`src/hdl/shortest_edge_interval_estimator_top_assert.svh`:
```
// Assertion macros for the grid step estimator.
`ifndef SHORTEST_EDGE_INTERVAL_ESTIMATOR_TOP_ASSERT_SVH
`define SHORTEST_EDGE_INTERVAL_ESTIMATOR_TOP_ASSERT_SVH

// The consequent must hold in the same cycle as the antecedent.
`define SEIE_ASSERT_NOW(label, ante, cons, msg) \
	label: assert property (@(posedge clk) disable iff (!arst_n) (ante) |-> (cons)) \
		else $error(msg);

// The consequent must hold in the cycle after the antecedent.
`define SEIE_ASSERT_NEXT(label, ante, cons, msg) \
	label: assert property (@(posedge clk) disable iff (!arst_n) (ante) |=> (cons)) \
		else $error(msg);

`endif

```
`src/hdl/seie_pkg.sv`:
```
`default_nettype none

package seie_pkg;

	localparam int SUM_W = 40;
	localparam int CNT_W = 16;
	localparam int THR_W = 35;
	localparam int PC_W = 4;
	localparam int DIV_N_W = 7;

	localparam logic [SUM_W-1:0] SUM_MAX = {SUM_W{1'b1}};
	localparam logic [CNT_W-1:0] CNT_MAX = {CNT_W{1'b1}};
	localparam logic [31:0] STEP_MIN = 32'h0005_0000;
	localparam logic [31:0] WEND_RESET = 32'hFFFF_FFFF;
	localparam logic [DIV_N_W-1:0] DIV_BASE = 7'd56;
	localparam logic [2:0] MULT_LIMIT = 3'd4;

	localparam logic REG_ZOOM = 1'b0;
	localparam logic REG_WEND = 1'b1;

	localparam logic [PC_W-1:0] S_IDLE = 4'd0;
	localparam logic [PC_W-1:0] S_SKIP = 4'd1;
	localparam logic [PC_W-1:0] S_CH = 4'd2;
	localparam logic [PC_W-1:0] S_CMP = 4'd3;
	localparam logic [PC_W-1:0] S_MUL = 4'd4;
	localparam logic [PC_W-1:0] S_ACC = 4'd5;
	localparam logic [PC_W-1:0] S_NEXT = 4'd6;
	localparam logic [PC_W-1:0] S_FIN = 4'd7;
	localparam logic [PC_W-1:0] S_DIVI = 4'd8;
	localparam logic [PC_W-1:0] S_DIV = 4'd9;
	localparam logic [PC_W-1:0] S_OUT = 4'd10;
	localparam logic [PC_W-1:0] S_LAST = S_OUT;

	typedef enum logic [3:0] {
		OP_NONE,
		OP_LOAD,
		OP_SKIP,
		OP_EDGE,
		OP_CMP,
		OP_MUL,
		OP_ACC,
		OP_NEXT,
		OP_DIVI,
		OP_DIV,
		OP_OUT
	} op_t;

	typedef enum logic [3:0] {
		C_NEVER,
		C_NO_IN,
		C_SKIP,
		C_NO_DELTA,
		C_NOT_MULT,
		C_MUL_MORE,
		C_MORE_CH,
		C_NOT_LAST,
		C_DIV_MORE,
		C_OUT_BUSY
	} cond_t;

	typedef struct packed {
		op_t op;
		cond_t cond;
		logic [PC_W-1:0] target;
	} ctrl_t;

	// Microprogram: when the condition holds the sequencer jumps to the target,
	// otherwise it steps on, wrapping from the last step back to idle.
	function automatic ctrl_t ucode(input logic [PC_W-1:0] step);
		ctrl_t w;
		unique case (step)
			S_IDLE: w = '{OP_LOAD, C_NO_IN, S_IDLE};
			S_SKIP: w = '{OP_SKIP, C_SKIP, S_FIN};
			S_CH: w = '{OP_EDGE, C_NO_DELTA, S_NEXT};
			S_CMP: w = '{OP_CMP, C_NOT_MULT, S_NEXT};
			S_MUL: w = '{OP_MUL, C_MUL_MORE, S_MUL};
			S_ACC: w = '{OP_ACC, C_NEVER, S_IDLE};
			S_NEXT: w = '{OP_NEXT, C_MORE_CH, S_CH};
			S_FIN: w = '{OP_NONE, C_NOT_LAST, S_IDLE};
			S_DIVI: w = '{OP_DIVI, C_NEVER, S_IDLE};
			S_DIV: w = '{OP_DIV, C_DIV_MORE, S_DIV};
			S_OUT: w = '{OP_OUT, C_OUT_BUSY, S_OUT};
			default: w = '{OP_NONE, C_NEVER, S_IDLE};
		endcase
		return w;
	endfunction

endpackage

`default_nettype wire

```
`src/hdl/shortest_edge_interval_estimator_top.sv`:
```
// Grid step estimator for a logic analyzer view.
// The input stream carries one level-change word per event: tdata holds the
// new levels, the prior levels and the event time, and tlast marks the final
// event of a capture. Only a final event produces an output word: tdata is
// the Q16.16 grid step and tuser says whether any edge interval was found.
// Zoom and the window end are set over the APB port; the user must do so only
// while the block is idle, as the block itself does not enforce it. A small
// microprogram walks the channels one by one against the shared shortest
// interval. An event at or past the window end, or once the shortest interval
// is at or below the zoom threshold, is ignored; for each measured interval
// the multiple of the shortest is found by repeated addition. A final event
// then takes a setup step, a bit-serial divider and a step to post the word.
// The input is taken only when the sequencer is back at its idle step.
// The output word sits in a register; the next event is processed while it
// waits, and a later final event holds at the output step until it is taken.
// Reset clears the sequencer, the edge and interval state and the output
// valid, and sets zoom to 0 and the window end to all ones.
`default_nettype none

module shortest_edge_interval_estimator_top #(
	parameter int TIME_BITS = 32,
	parameter int CHANNELS = 4
) (
	input wire logic clk,
	input wire logic arst_n,
	input wire logic s_tvalid,
	output logic s_tready,
	// new_levels, prior_levels, event_time, then zero padding
	input wire logic [((2*CHANNELS+TIME_BITS+7)/8)*8-1:0] s_tdata,
	input wire logic s_tlast,
	output logic m_tvalid,
	input wire logic m_tready,
	// grid_step
	output logic [31:0] m_tdata,
	// interval_found
	output logic m_tuser,
	input wire logic psel,
	input wire logic penable,
	input wire logic pwrite,
	input wire logic [2:0] paddr,
	input wire logic [31:0] pwdata,
	output logic [31:0] prdata,
	output logic pready
);

	import seie_pkg::*;

	`include "shortest_edge_interval_estimator_top_assert.svh"

	localparam int CHW = (CHANNELS > 1) ? $clog2(CHANNELS) : 1;
	localparam int WB = (TIME_BITS < 32) ? TIME_BITS : 32;
	localparam int CW = (TIME_BITS > THR_W) ? TIME_BITS : THR_W;
	localparam int AW = ((TIME_BITS > SUM_W) ? TIME_BITS : SUM_W) + 1;
	localparam int MW = TIME_BITS + 3;
	localparam logic [CHW-1:0] CH_LAST = CHW'(CHANNELS - 1);

	logic [PC_W-1:0] pc_q;
	logic signed [5:0] zoom_q;
	logic [31:0] wend_q;

	logic [CHANNELS-1:0] chg_q;
	logic [TIME_BITS-1:0] time_q;
	logic last_q;
	logic [CHW-1:0] ch_q;

	logic [TIME_BITS-1:0] edge_time_q [CHANNELS];
	logic [CHANNELS-1:0] edge_seen_q;
	logic [TIME_BITS-1:0] short_q;
	logic sv_q;
	logic [SUM_W-1:0] sum_q;
	logic [CNT_W-1:0] cnt_q;

	logic [TIME_BITS-1:0] delta_q;
	logic [MW-1:0] acc_q;
	logic [2:0] k_q;
	logic mok_q;

	logic [SUM_W-1:0] dvd_q;
	logic [CNT_W-1:0] rem_q;
	logic [31:0] quo_q;
	logic sat_q;
	logic [DIV_N_W-1:0] n_q;

	logic m_tvalid_q;
	logic [31:0] m_tdata_q;
	logic m_tuser_q;

	ctrl_t ctl;
	logic cond_hit;
	logic [PC_W-1:0] pc_next;
	logic in_acc;
	logic out_busy;
	logic cfg_wr;

	logic [5:0] zneg;
	logic [THR_W-1:0] thr;
	logic skip_c;
	logic chan_hit;
	logic [TIME_BITS-1:0] delta_c;
	logic new_short;
	logic [MW-1:0] acc_next;
	logic found;
	logic [AW-1:0] sum_add;
	logic [CNT_W:0] cnt_add;
	logic [CNT_W:0] rem_sh;
	logic div_ge;
	logic [CNT_W-1:0] rem_nx;
	logic [31:0] step_raw;
	logic [31:0] step_c;

	assign ctl = ucode(pc_q);
	assign s_tready = (pc_q == S_IDLE);
	assign in_acc = s_tvalid && s_tready;
	assign out_busy = m_tvalid_q && !m_tready;
	assign cfg_wr = psel && penable && pwrite && pready;

	assign m_tvalid = m_tvalid_q;
	assign m_tdata = m_tdata_q;
	assign m_tuser = m_tuser_q;
	assign pready = 1'b1;

	always_comb begin
		prdata = '0;
		case (paddr[2])
			REG_ZOOM: prdata = {{26{zoom_q[5]}}, zoom_q};
			REG_WEND: prdata = wend_q;
			default: prdata = '0;
		endcase
	end

	assign zneg = 6'(~zoom_q + 6'sd1);
	assign thr = zoom_q[5] ? (THR_W'(5) << zneg) : (THR_W'(5) >> $unsigned(zoom_q));
	assign skip_c = (time_q >= TIME_BITS'(wend_q)) ||
		(sv_q && (CW'(short_q) <= CW'(thr)));

	assign chan_hit = chg_q[ch_q];
	assign delta_c = time_q - edge_time_q[ch_q];
	assign new_short = !sv_q || (short_q > delta_q);
	assign acc_next = acc_q + MW'(short_q);
	assign found = MW'(delta_q) < acc_next;
	assign sum_add = AW'(sum_q) + AW'(delta_q);
	assign cnt_add = (CNT_W+1)'(cnt_q) + (CNT_W+1)'(k_q);

	assign rem_sh = {rem_q, dvd_q[SUM_W-1]};
	assign div_ge = rem_sh >= {1'b0, cnt_q};
	assign rem_nx = div_ge ? CNT_W'(rem_sh - {1'b0, cnt_q}) : rem_sh[CNT_W-1:0];

	assign step_raw = sat_q ? 32'hFFFF_FFFF : quo_q;
	assign step_c = (!sv_q || (cnt_q == '0) || (step_raw < STEP_MIN)) ? '0 : step_raw;

	always_comb begin
		case (ctl.cond)
			C_NEVER: cond_hit = 1'b0;
			C_NO_IN: cond_hit = !in_acc;
			C_SKIP: cond_hit = skip_c;
			C_NO_DELTA: cond_hit = !(chan_hit && edge_seen_q[ch_q]);
			C_NOT_MULT: cond_hit = new_short || (short_q == '0);
			C_MUL_MORE: cond_hit = !found && (k_q != MULT_LIMIT);
			C_MORE_CH: cond_hit = (ch_q != CH_LAST);
			C_NOT_LAST: cond_hit = !last_q;
			C_DIV_MORE: cond_hit = (n_q != DIV_N_W'(1));
			C_OUT_BUSY: cond_hit = out_busy;
			default: cond_hit = 1'b0;
		endcase
		if (cond_hit) begin
			pc_next = ctl.target;
		end else if (pc_q == S_LAST) begin
			pc_next = S_IDLE;
		end else begin
			pc_next = pc_q + 1'b1;
		end
	end

	always_ff @(posedge clk or negedge arst_n) begin
		if (!arst_n) begin
			pc_q <= S_IDLE;
			zoom_q <= '0;
			wend_q <= WEND_RESET;
			edge_seen_q <= '0;
			short_q <= '0;
			sv_q <= 1'b0;
			sum_q <= '0;
			cnt_q <= '0;
			m_tvalid_q <= 1'b0;
		end else begin
			pc_q <= pc_next;
			if (cfg_wr) begin
				case (paddr[2])
					REG_ZOOM: zoom_q <= pwdata[5:0];
					REG_WEND: wend_q <= pwdata;
					default: ;
				endcase
			end
			if ((ctl.op == OP_OUT) && !out_busy) begin
				m_tvalid_q <= 1'b1;
			end else if (m_tready) begin
				m_tvalid_q <= 1'b0;
			end
			unique case (ctl.op)
				OP_EDGE: begin
					if (chan_hit) begin
						edge_seen_q[ch_q] <= 1'b1;
					end
				end
				OP_CMP: begin
					if (new_short) begin
						short_q <= delta_q;
						sv_q <= 1'b1;
						sum_q <= (AW'(delta_q) > AW'(SUM_MAX)) ? SUM_MAX : SUM_W'(delta_q);
						cnt_q <= CNT_W'(1);
					end
				end
				OP_ACC: begin
					if (mok_q) begin
						sum_q <= (sum_add > AW'(SUM_MAX)) ? SUM_MAX : SUM_W'(sum_add);
						cnt_q <= cnt_add[CNT_W] ? CNT_MAX : cnt_add[CNT_W-1:0];
					end
				end
				OP_OUT: begin
					if (!out_busy) begin
						edge_seen_q <= '0;
						short_q <= '0;
						sv_q <= 1'b0;
						sum_q <= '0;
						cnt_q <= '0;
					end
				end
				OP_NONE, OP_LOAD, OP_SKIP, OP_MUL, OP_NEXT, OP_DIVI, OP_DIV: ;
				default: ;
			endcase
		end
	end

	always_ff @(posedge clk) begin
		unique case (ctl.op)
			OP_LOAD: begin
				if (in_acc) begin
					chg_q <= s_tdata[CHANNELS-1:0] ^ s_tdata[2*CHANNELS-1:CHANNELS];
					time_q <= TIME_BITS'(s_tdata[2*CHANNELS +: WB]);
					last_q <= s_tlast;
				end
			end
			OP_SKIP: ch_q <= '0;
			OP_EDGE: begin
				if (chan_hit) begin
					edge_time_q[ch_q] <= time_q;
				end
				delta_q <= delta_c;
			end
			OP_CMP: begin
				acc_q <= MW'(short_q);
				k_q <= 3'd1;
				mok_q <= 1'b0;
			end
			OP_MUL: begin
				if (found) begin
					mok_q <= 1'b1;
				end else if (k_q != MULT_LIMIT) begin
					k_q <= k_q + 3'd1;
					acc_q <= acc_next;
				end
			end
			OP_NEXT: begin
				if (ch_q != CH_LAST) begin
					ch_q <= ch_q + 1'b1;
				end
			end
			OP_DIVI: begin
				dvd_q <= sum_q;
				rem_q <= '0;
				quo_q <= '0;
				sat_q <= 1'b0;
				n_q <= DIV_BASE + {zoom_q[5], zoom_q};
			end
			OP_DIV: begin
				dvd_q <= {dvd_q[SUM_W-2:0], 1'b0};
				rem_q <= rem_nx;
				quo_q <= {quo_q[30:0], div_ge};
				sat_q <= sat_q | quo_q[31];
				n_q <= n_q - 1'b1;
			end
			OP_OUT: begin
				if (!out_busy) begin
					m_tdata_q <= step_c;
					m_tuser_q <= sv_q;
				end
			end
			OP_NONE, OP_ACC: ;
			default: ;
		endcase
	end

	`SEIE_ASSERT_NOW(a_out_from_seq, $rose(m_tvalid_q), $past(pc_q) == S_OUT,
		"output word raised outside the output step")
	`SEIE_ASSERT_NOW(a_step_needs_interval, m_tvalid_q && (m_tdata_q != '0), m_tuser_q,
		"nonzero grid step without a measured interval")
	`SEIE_ASSERT_NOW(a_count_tracks_valid, 1'b1, sv_q == (cnt_q != '0),
		"weighted count disagrees with shortest valid")
	`SEIE_ASSERT_NEXT(a_div_exit, pc_q == S_DIV, (pc_q == S_DIV) || (pc_q == S_OUT),
		"divider left to an unexpected step")

endmodule

`default_nettype wire
```
`config.mk`:
```
export PLATFORM = sky130hd
export DESIGN_NAME = shortest_edge_interval_estimator_top
export DESIGN_NICKNAME = d
export VERILOG_FILES = /design/src/hdl/seie_pkg.sv /design/src/hdl/shortest_edge_interval_estimator_top.sv
export VERILOG_INCLUDE_DIRS = /design/src /design/src/hdl
export SDC_FILE = /design/constraint.sdc
export NUM_CORES = 1
export LEC_CHECK = 0
export BUFFER_PORTS_ARGS = -buffer_cell sky130_fd_sc_hd__buf_2
export CAP_MARGIN = 20
export CORE_ASPECT_RATIO = 0.7
export CORE_UTILIZATION = 45
export CTS_CLUSTER_DIAMETER = 100
export DETAILED_ROUTE_END_ITERATION = 10
export PLACE_DENSITY = 0.68
export RECOVER_POWER = 25
export SYNTH_ARGS = -nofsm -noshare
export SYNTH_HDL_FRONTEND = slang
export SYNTH_SLANG_ARGS = --single-unit
```
`constraint.sdc`:
```
create_clock -name clk -period 9.1 [get_ports clk]
set_clock_uncertainty 0.1 [all_clocks]
set_input_delay 1.82 -clock clk [delete_from_list [all_inputs] [get_ports clk]]
set_output_delay 1.82 -clock clk [all_outputs]
set_load 0.05 [all_outputs]
```
==> impl_metrics.csv, run 1 <==
group,metric,value,unit
flow_run,cap_violations,1,
pwr,peakVddDrop,0.263,mV
synth,synth_cells,2718,
final_layout,nets,3202,
synth,synthDistinctLibCells,89,
cts,clkTransAtPathRegs,0.06,ns
synth,synth_seq_cells,505,
cts,tritoncts,"done",
synth,synth-xor-area-share,3.35,%
cts,cts_setup_buffers,0,
synth,synth-edff-count,367,
setup_path,cp_data_arrival_time,5.98,ns
setup_path,end_kind,"flop",
die,rows,77,
final_layout,final_cell_mix,"nand2_1 (378), edfxtp_1 (367), ha_1 (257)",
synth,yosys_warnings,0,
timing,maxSlewHeadroom,-177,%
die,die_w,307,µm
cts,cts.sinks,505,
die,die_h,215,µm
final_layout,syn_to_final_growth,11.7,%
setup_path,crit_chain,"ha_1, fa_1, a211oi_1, o211a_1, o311ai_2, and2_2, a41oi_1, o21bai_1, a21oi_1, xor2_1, ha_1, nand4_1, nor3_1, a221o_1, nand2_1, nand4b_1, a21oi_1, nor3_1, nand2_1, a21oi_4, buf_4",
grt,antenna_found_initial,1,
routing,drt-pass1-iter-count,8,
timing,fin_crit_sh,64.3,%
synth,yosys.area_share.simple,13.9,%
final_layout,final_common_cell,"nand2_1",
setup_path,slowest_delay,0.49,ns
routing,via_count,22100,
cts,cts_resized,0,
pwr,power_density,374,nW/µm²
timing,hold_ws,0.404,ns
synth,async_flop_share,26.9,%
final_layout,drive_above_1_share,13.9,%
place,place_congestion,0.962,
die,initial_utilization,45.9,%
timing,setup_violations,0,
routing,drt_iter0_drc,1927,
routing,drc_errors,0,
synth,synth_top_family_by_area,"compound AO/OA/AOI/OAI gates",
pwr,leakagePower,13.8,nW
setup_path,crit_path_max_fanout,35,
synth,synthAdderAreaFrac,11.3,%
cts,clkLatencyLatePin,0.61,ns
cts,cts-root-buf,"clkbuf_16",
place,port_buffers,147,
timing,final-hold-violation-count,0,
synth,synth_seq_area_share,49.6,%
grt,grt_pass1_vias,21300,
cts,numCtsBuffers,50,
die,ioPinCount,151,
grt,grt_use_total,22.8,%
synth,syn_area_per_cell,10.8,µm²
timing,worst_pin_slew,4.15,ns
synth,synth_mux_area_share,4.52,%
min_path,min_path_type,"flop to flop",
setup_path,startpoint_type,"flop",
synth,synth_compound_area_share,13.9,%
grt,grt_pass1_wl,120000,µm
setup_path,path_class,"flop to flop",
setup_path,crit_slowest_cell,"buf_4",
cts,clockBufferDepth,3,
setup_path,worstPathRequired,9.23,ns
die,core-area,63700,µm²
routing,drtAntennaViolNets,0,
grt,grt_max_degree,78,
synth,netlist_area,29300,µm²
timing,fmax,171,MHz
timing,fin_crit,5.85,ns
place,place_hpwl,54500,µm
place,dp_slack,3.30,ns
final_layout,diodes,0,
die,die_area,66100,µm²
timing,worst_slack,3.25,ns
cts,hold_buffers,0,
outcome,failed_checks,"capacitance limit, slew limit",
cts,htreeDepth,2,
routing,routed_wirelength,75900,µm
routing,vias_per_cell,5.87,
timing,finalMaxSlewViolations,71,
min_path,min_path_cells,2,
timing,rsz0062_at_grt,"false",
outcome,status,"finished, violations left",
routing,wl_per_cell,20.1,µm
grt,grt_overflow,0,
setup_path,worstRegToRegCells,21,
synth,synthesis.nets,3063,
setup_path,r2r_slack,3.25,ns
timing,fin_tns_setup,0,ns
synth,synthFlopType,"edfxtp_1",
[kinds of logic after synthesis]
group           after synthesis
flops                       505
fa+ha+maj                   262
xor+xnor                    112
compound gates              602
mux                          84
buf+inv                     262
simple gates                890
other cells                   1
[metal layers]
layer  global-route usage (%)  vias up  wire length, µm
li1                         -    10300                -
met1                     33.7    10800            35100
met2                     35.3      819            33600
met3                     3.16      110             5430
met4                     5.67        0             1660
met5                        0        -                0
[layout make-up]
cell class / instances / area, µm²
Fill cell: 5590 / 31000
Sequential cell: 505 / 14500
Multi-Input combinational cell: 1951 / 13800
Clock buffer: 70 / 1390
Tap cell: 869 / 1090
Timing Repair Buffer: 182 / 996
Inverter: 167 / 627
Clock inverter: 24 / 263
[critical path, delay by kind of cell, from the launching register on]
family,cells,cell delay (ns)
flops,1,0.41
fa+ha+maj,3,0.90
compound gates,9,1.97
xor+xnor,1,0.32
buf+inv,1,0.49
simple gates,7,1.25
[report_power, final]
group          leakage (nW)  switching, mW  internal [mW]
sequential             5.07          0.677           3.22
combinational          7.91           3.77           2.45
clock                 0.794          0.920           1.19
[worst paths after layout]
path	start	to
min reg2reg	dvd_q[11]$_DFFE_PP_	dvd_q[12]$_DFFE_PP_
min	dvd_q[11]$_DFFE_PP_	dvd_q[12]$_DFFE_PP_
max	short_q[0]$_DFFE_PN0P_	acc_q[19]$_DFFE_PP_
min in group asynchronous	arst_n	cnt_q[9]$_DFFE_PN0P_
max reg2reg	short_q[0]$_DFFE_PN0P_	acc_q[19]$_DFFE_PP_
max in group asynchronous	arst_n	short_q[10]$_DFFE_PN0P_
[registers in the layout, summed over array words and instances (netlist names), 2 cells and up, named ones only]
signal	count
edge_time_q	128
dvd_q	40
sum_q	40
acc_q	35
delta_q	32
m_tdata	32
quo_q	32
short_q	32
time_q	32
wend_q	32
cnt_q	16
rem_q	16
n_q	7
zoom_q	6
chg_q	4
edge_seen_q	4
k_q	3
pc_q	3
ch_q	2
[per-stage QoR]
stage | std cells | area, µm² | total power [mW] | utilization [%]
4_1_cts | 3765 | 32700 | 12.2 | 51.3
5_1_grt | 3768 | 32700 | 13.1 | 51.3
3_3_place_gp | 3671 | 31000 | 9.80 | 48.7
6_report | 3768 | 32700 | 12.2 | 51.3
3_5_place_dp | 3671 | 31000 | 10.0 | 48.7
2_1_floorplan | 2718 | 29300 | 8.26 | -
[synthesized netlist by cell type (6+ instances only)]
library cell	n	area [µm²]
dfstp_2	32	841
and3_1	53	332
a222oi_1	25	250
nor3_1	40	200
or3_1	12	75.1
xnor2_1	64	561
a41oi_1	6	52.6
a21oi_1	138	691
nand3_1	74	370
nand2_1	380	1430
dfrtp_1	104	2600
a2111oi_0	7	61.3
o21bai_1	15	113
o21ai_0	147	736
and4_1	6	52.6
o211ai_1	21	158
a211oi_1	21	158
buf_1	6	22.5
o21a_1	21	158
nor2b_1	29	181
o31ai_1	23	173
ha_1	257	3220
nor2_1	184	691
mux2_2	45	507
nand2b_1	17	106
nor4_1	21	131
xor2_1	48	420
inv_1	167	627
mux4_2	34	766
clkbuf_1	83	312
nand4_1	34	213
and2_1	14	87.6
a21o_1	56	420
a22o_1	33	289
a31oi_1	14	87.6
edfxtp_1	367	11000
a22oi_1	7	52.6
Note: power is estimated with default switching activity, not from simulation.
==> inputs of run 2 (changes only) <==
--- a/config.mk
+++ b/config.mk
@@ -12,7 +12,7 @@
 export CORE_UTILIZATION = 45
 export CTS_CLUSTER_DIAMETER = 100
 export DETAILED_ROUTE_END_ITERATION = 10
-export PLACE_DENSITY = 0.68
+export PLACE_DENSITY = 0.7
 export RECOVER_POWER = 25
 export SYNTH_ARGS = -nofsm -noshare
 export SYNTH_HDL_FRONTEND = slang
==> constraint.sdc (replaced) <==
create_clock -name clk -period 5.1 [get_ports clk]
set_clock_uncertainty 0.1 [all_clocks]
set_input_delay 1.02 -clock clk [delete_from_list [all_inputs] [get_ports clk]]
set_output_delay 1.02 -clock clk [all_outputs]
set_load 0.05 [all_outputs]
==> run 2 against run 1 <==
  * Cell count grew 2.6%
  * Highest routed layer unchanged
  * Worst setup slack lost 3.2 ns
  * Global-route usage grew 0.84 points
  * Sequential share of layout area is 1.3 points lower
  * Combinational power grew 100%
  * The run still ends with capacitance limit, slew limit left
  * Maximum frequency increased by 16%
  * Register-to-register slack worse by 3.2 ns
  * Critical path type unchanged
  * Die area is the same
  * Clock-buffer cell count down 7
  * Cell area increased by 3.1%
==> impl_metrics.csv, run 2 (synthesis gave the netlist of run 1 again) <==
group,metric,value,unit
timing,maxSlewHeadroom,-165,%
die,rows,77,
setup_path,end_kind,"flop",
timing,worst_pin_slew,3.98,ns
timing,fin_crit_sh,98.8,%
cts,htreeDepth,2,
place,place_hpwl,57100,µm
pwr,clkPwrFrac,16.3,%
timing,rsz0062_at_grt,"true",
place,post-place-cells,3757,
min_path,min_path_type,"flop to flop",
setup_path,slowest_delay,0.41,ns
timing,fmax,198,MHz
cts,numCtsBuffers,48,
routing,drc_errors,0,
final_layout,nets,3303,
setup_path,crit_chain,"ha_2, fa_2, a211oi_2, o211a_1, o311ai_2, and2_4, a41oi_2, o21bai_1, a21oi_2, o21ai_1, xnor2_2, ha_1, a21oi_1, o22ai_2, o211ai_1, nand3_1, nand4b_1, a21oi_1, buf_4, nor3_4, nand2_2, a21oi_4, buf_6, buf_16",
pwr,finalPower,23.0,mW
timing,worst_slack,0.0614,ns
outcome,failed_checks,"capacitance limit, slew limit",
timing,setup_violations,0,
place,dp_slack,-0.356,ns
setup_path,path_class,"flop to flop",
setup_path,r2r_slack,0.06,ns
setup_path,cp_data_arrival_time,5.29,ns
routing,via_count,22800,
setup_path,cp_common_cell,"a21oi_1",
pwr,comb_power_share,55.2,%
setup_path,crit_path_max_fanout,8,
die,die_h,215,µm
final_layout,diodes,0,
final_layout,postLayoutCoreUtil,52.9,%
setup_path,worstPathRequired,5.35,ns
place,port_buffers,147,
grt,grt_pass1_vias,22100,
setup_path,startpoint_type,"flop",
final_layout,final_common_cell,"nand2_1",
cts,clockBufferDepth,3,
pwr,peakVddDrop,0.401,mV
routing,wl_per_cell,20.4,µm
timing,finalMaxSlewViolations,67,
final_layout,fill_cells,5436,
cts,cts.sinks,505,
flow_run,cap_violations,1,
routing,drtAntennaViolNets,0,
final_layout,fin_cells,3867,
grt,grt_use_total,23.7,%
pwr,power_density,683,nW/µm²
cts,hold_buffers,0,
pwr,p_switching,9.99,mW
place,place_congestion,0.964,
grt,antenna_found_initial,0,
cts,clkTransAtPathRegs,0.06,ns
cts,tritoncts,"done",
timing,fin_crit,5.04,ns
routing,vias_per_cell,5.90,
die,ioPinCount,151,
final_layout,drive_above_1_share,18.1,%
pwr,leakagePower,14.4,nW
grt,grt_max_degree,67,
die,core-area,63700,µm²
pwr,power.internal,13.0,mW
final_layout,syn_to_final_growth,15.2,%
final_layout,top_regs,"edge_time_q (128), dvd_q (40), sum_q (40)",
pwr,seqPwrFrac,28.5,%
routing,drt-pass1-iter-count,7,
pwr,swShare,43.4,%
routing,routed_wirelength,79000,µm
cts,clkLatencyLatePin,0.59,ns
die,die_w,307,µm
final_layout,largest_reg_flops,128,
timing,final-hold-violation-count,0,
cts,cts-root-buf,"clkbuf_16",
die,die_area,66100,µm²
final_layout,final_cell_mix,"nand2_1 (377), edfxtp_1 (367), ha_1 (255)",
final_layout,top_register,"edge_time_q",
outcome,status,"finished, violations left",
grt,grt_pass1_wl,124000,µm
die,initial_utilization,45.9,%
routing,drt_iter0_drc,2734,
setup_path,crit_slowest_cell,"fa_2",
grt,grt_overflow,0,
## run 2: cell types whose count changed in the layout (fill, tap and decap cells not counted), moves of 3 or more
cell / previous run / this run
a21oi_1: 137 / 131
a21oi_2: 0 / 6
buf_2: 141 / 147
buf_4: 31 / 125
buf_6: 0 / 6
clkbuf_1: 22 / 7
nor3_1: 37 / 34
## run 2: worst max-delay path: cells and delay by family (launching register included)
family	cells	cell delay, ns
fa+ha+maj	3	0.96
xor+xnor	1	0.17
compound gates	12	2.02
buf+inv	3	0.47
simple gates	5	0.67
flops	1	0.38
## run 2: area by class of cell
| type | instances | area (µm²) | share of cell area [%] |
|---|---|---|---|
| clock buffer | 63 | 1360 | 4.03 |
| sequential | 505 | 14500 | 43.0 |
| multi-input combinational | 1951 | 14000 | 41.5 |
| timing repair buffer | 285 | 1860 | 5.53 |
| inverter | 167 | 627 | 1.86 |
| tap | 869 | 1090 | 3.23 |
| clock inverter | 27 | 290 | 0.861 |
## run 2: power by group through the flow
stage | combinational, mW | clock, mW | sequential (mW)
floorplan | 8.36 | 0 | 6.38
global placement | 11.6 | 0 | 6.57
detailed placement | 12.0 | 0 | 6.62
CTS | 12.3 | 3.82 | 6.54
global route | 13.9 | 3.96 | 6.65
finish | 12.7 | 3.76 | 6.56
## run 2: what timing repair did
action,4_1_cts,5_1_grt
setup buffers,11,7
cloned,1,0
pin swaps,14,29
gates resized for setup,12,27
endpoints found under the setup margin,43,43
## run 2: per-stage QoR
step           cell area [µm²]  setup TNS [ns]  hold WS (ns)
2_1_floorplan            29300               0         0.361
3_3_place_gp             31700          -12.56         0.377
3_5_place_dp             31700          -14.01         0.385
4_1_cts                  33500               0         0.354
5_1_grt                  33700           -2.67         0.409
6_report                 33700               0         0.405
## run 2: final timing paths
| kind | from | endpoint | cells after the start |
|---|---|---|---|
| max | acc_q[0]$_DFFE_PP_ | acc_q[4]$_DFFE_PP_ | 24 |
| min reg2reg | dvd_q[17]$_DFFE_PP_ | dvd_q[18]$_DFFE_PP_ | 2 |
| max in group asynchronous | arst_n | zoom_q[3]$_DFFE_PN0P_ | 2 |
| max reg2reg | acc_q[0]$_DFFE_PP_ | acc_q[4]$_DFFE_PP_ | 24 |
| min in group asynchronous | arst_n | cnt_q[8]$_DFFE_PN0P_ | 1 |
| min | dvd_q[17]$_DFFE_PP_ | dvd_q[18]$_DFFE_PP_ | 2 |
## run 2: routing by layer
layer  wire length [µm]  up-vias  track usage, %
met5                  0        -               0
met4               1950        0            6.07
met3               6210      144            3.37
met2              34300      896            35.2
met1              36600    11200            36.0
li1                   -    10500               -
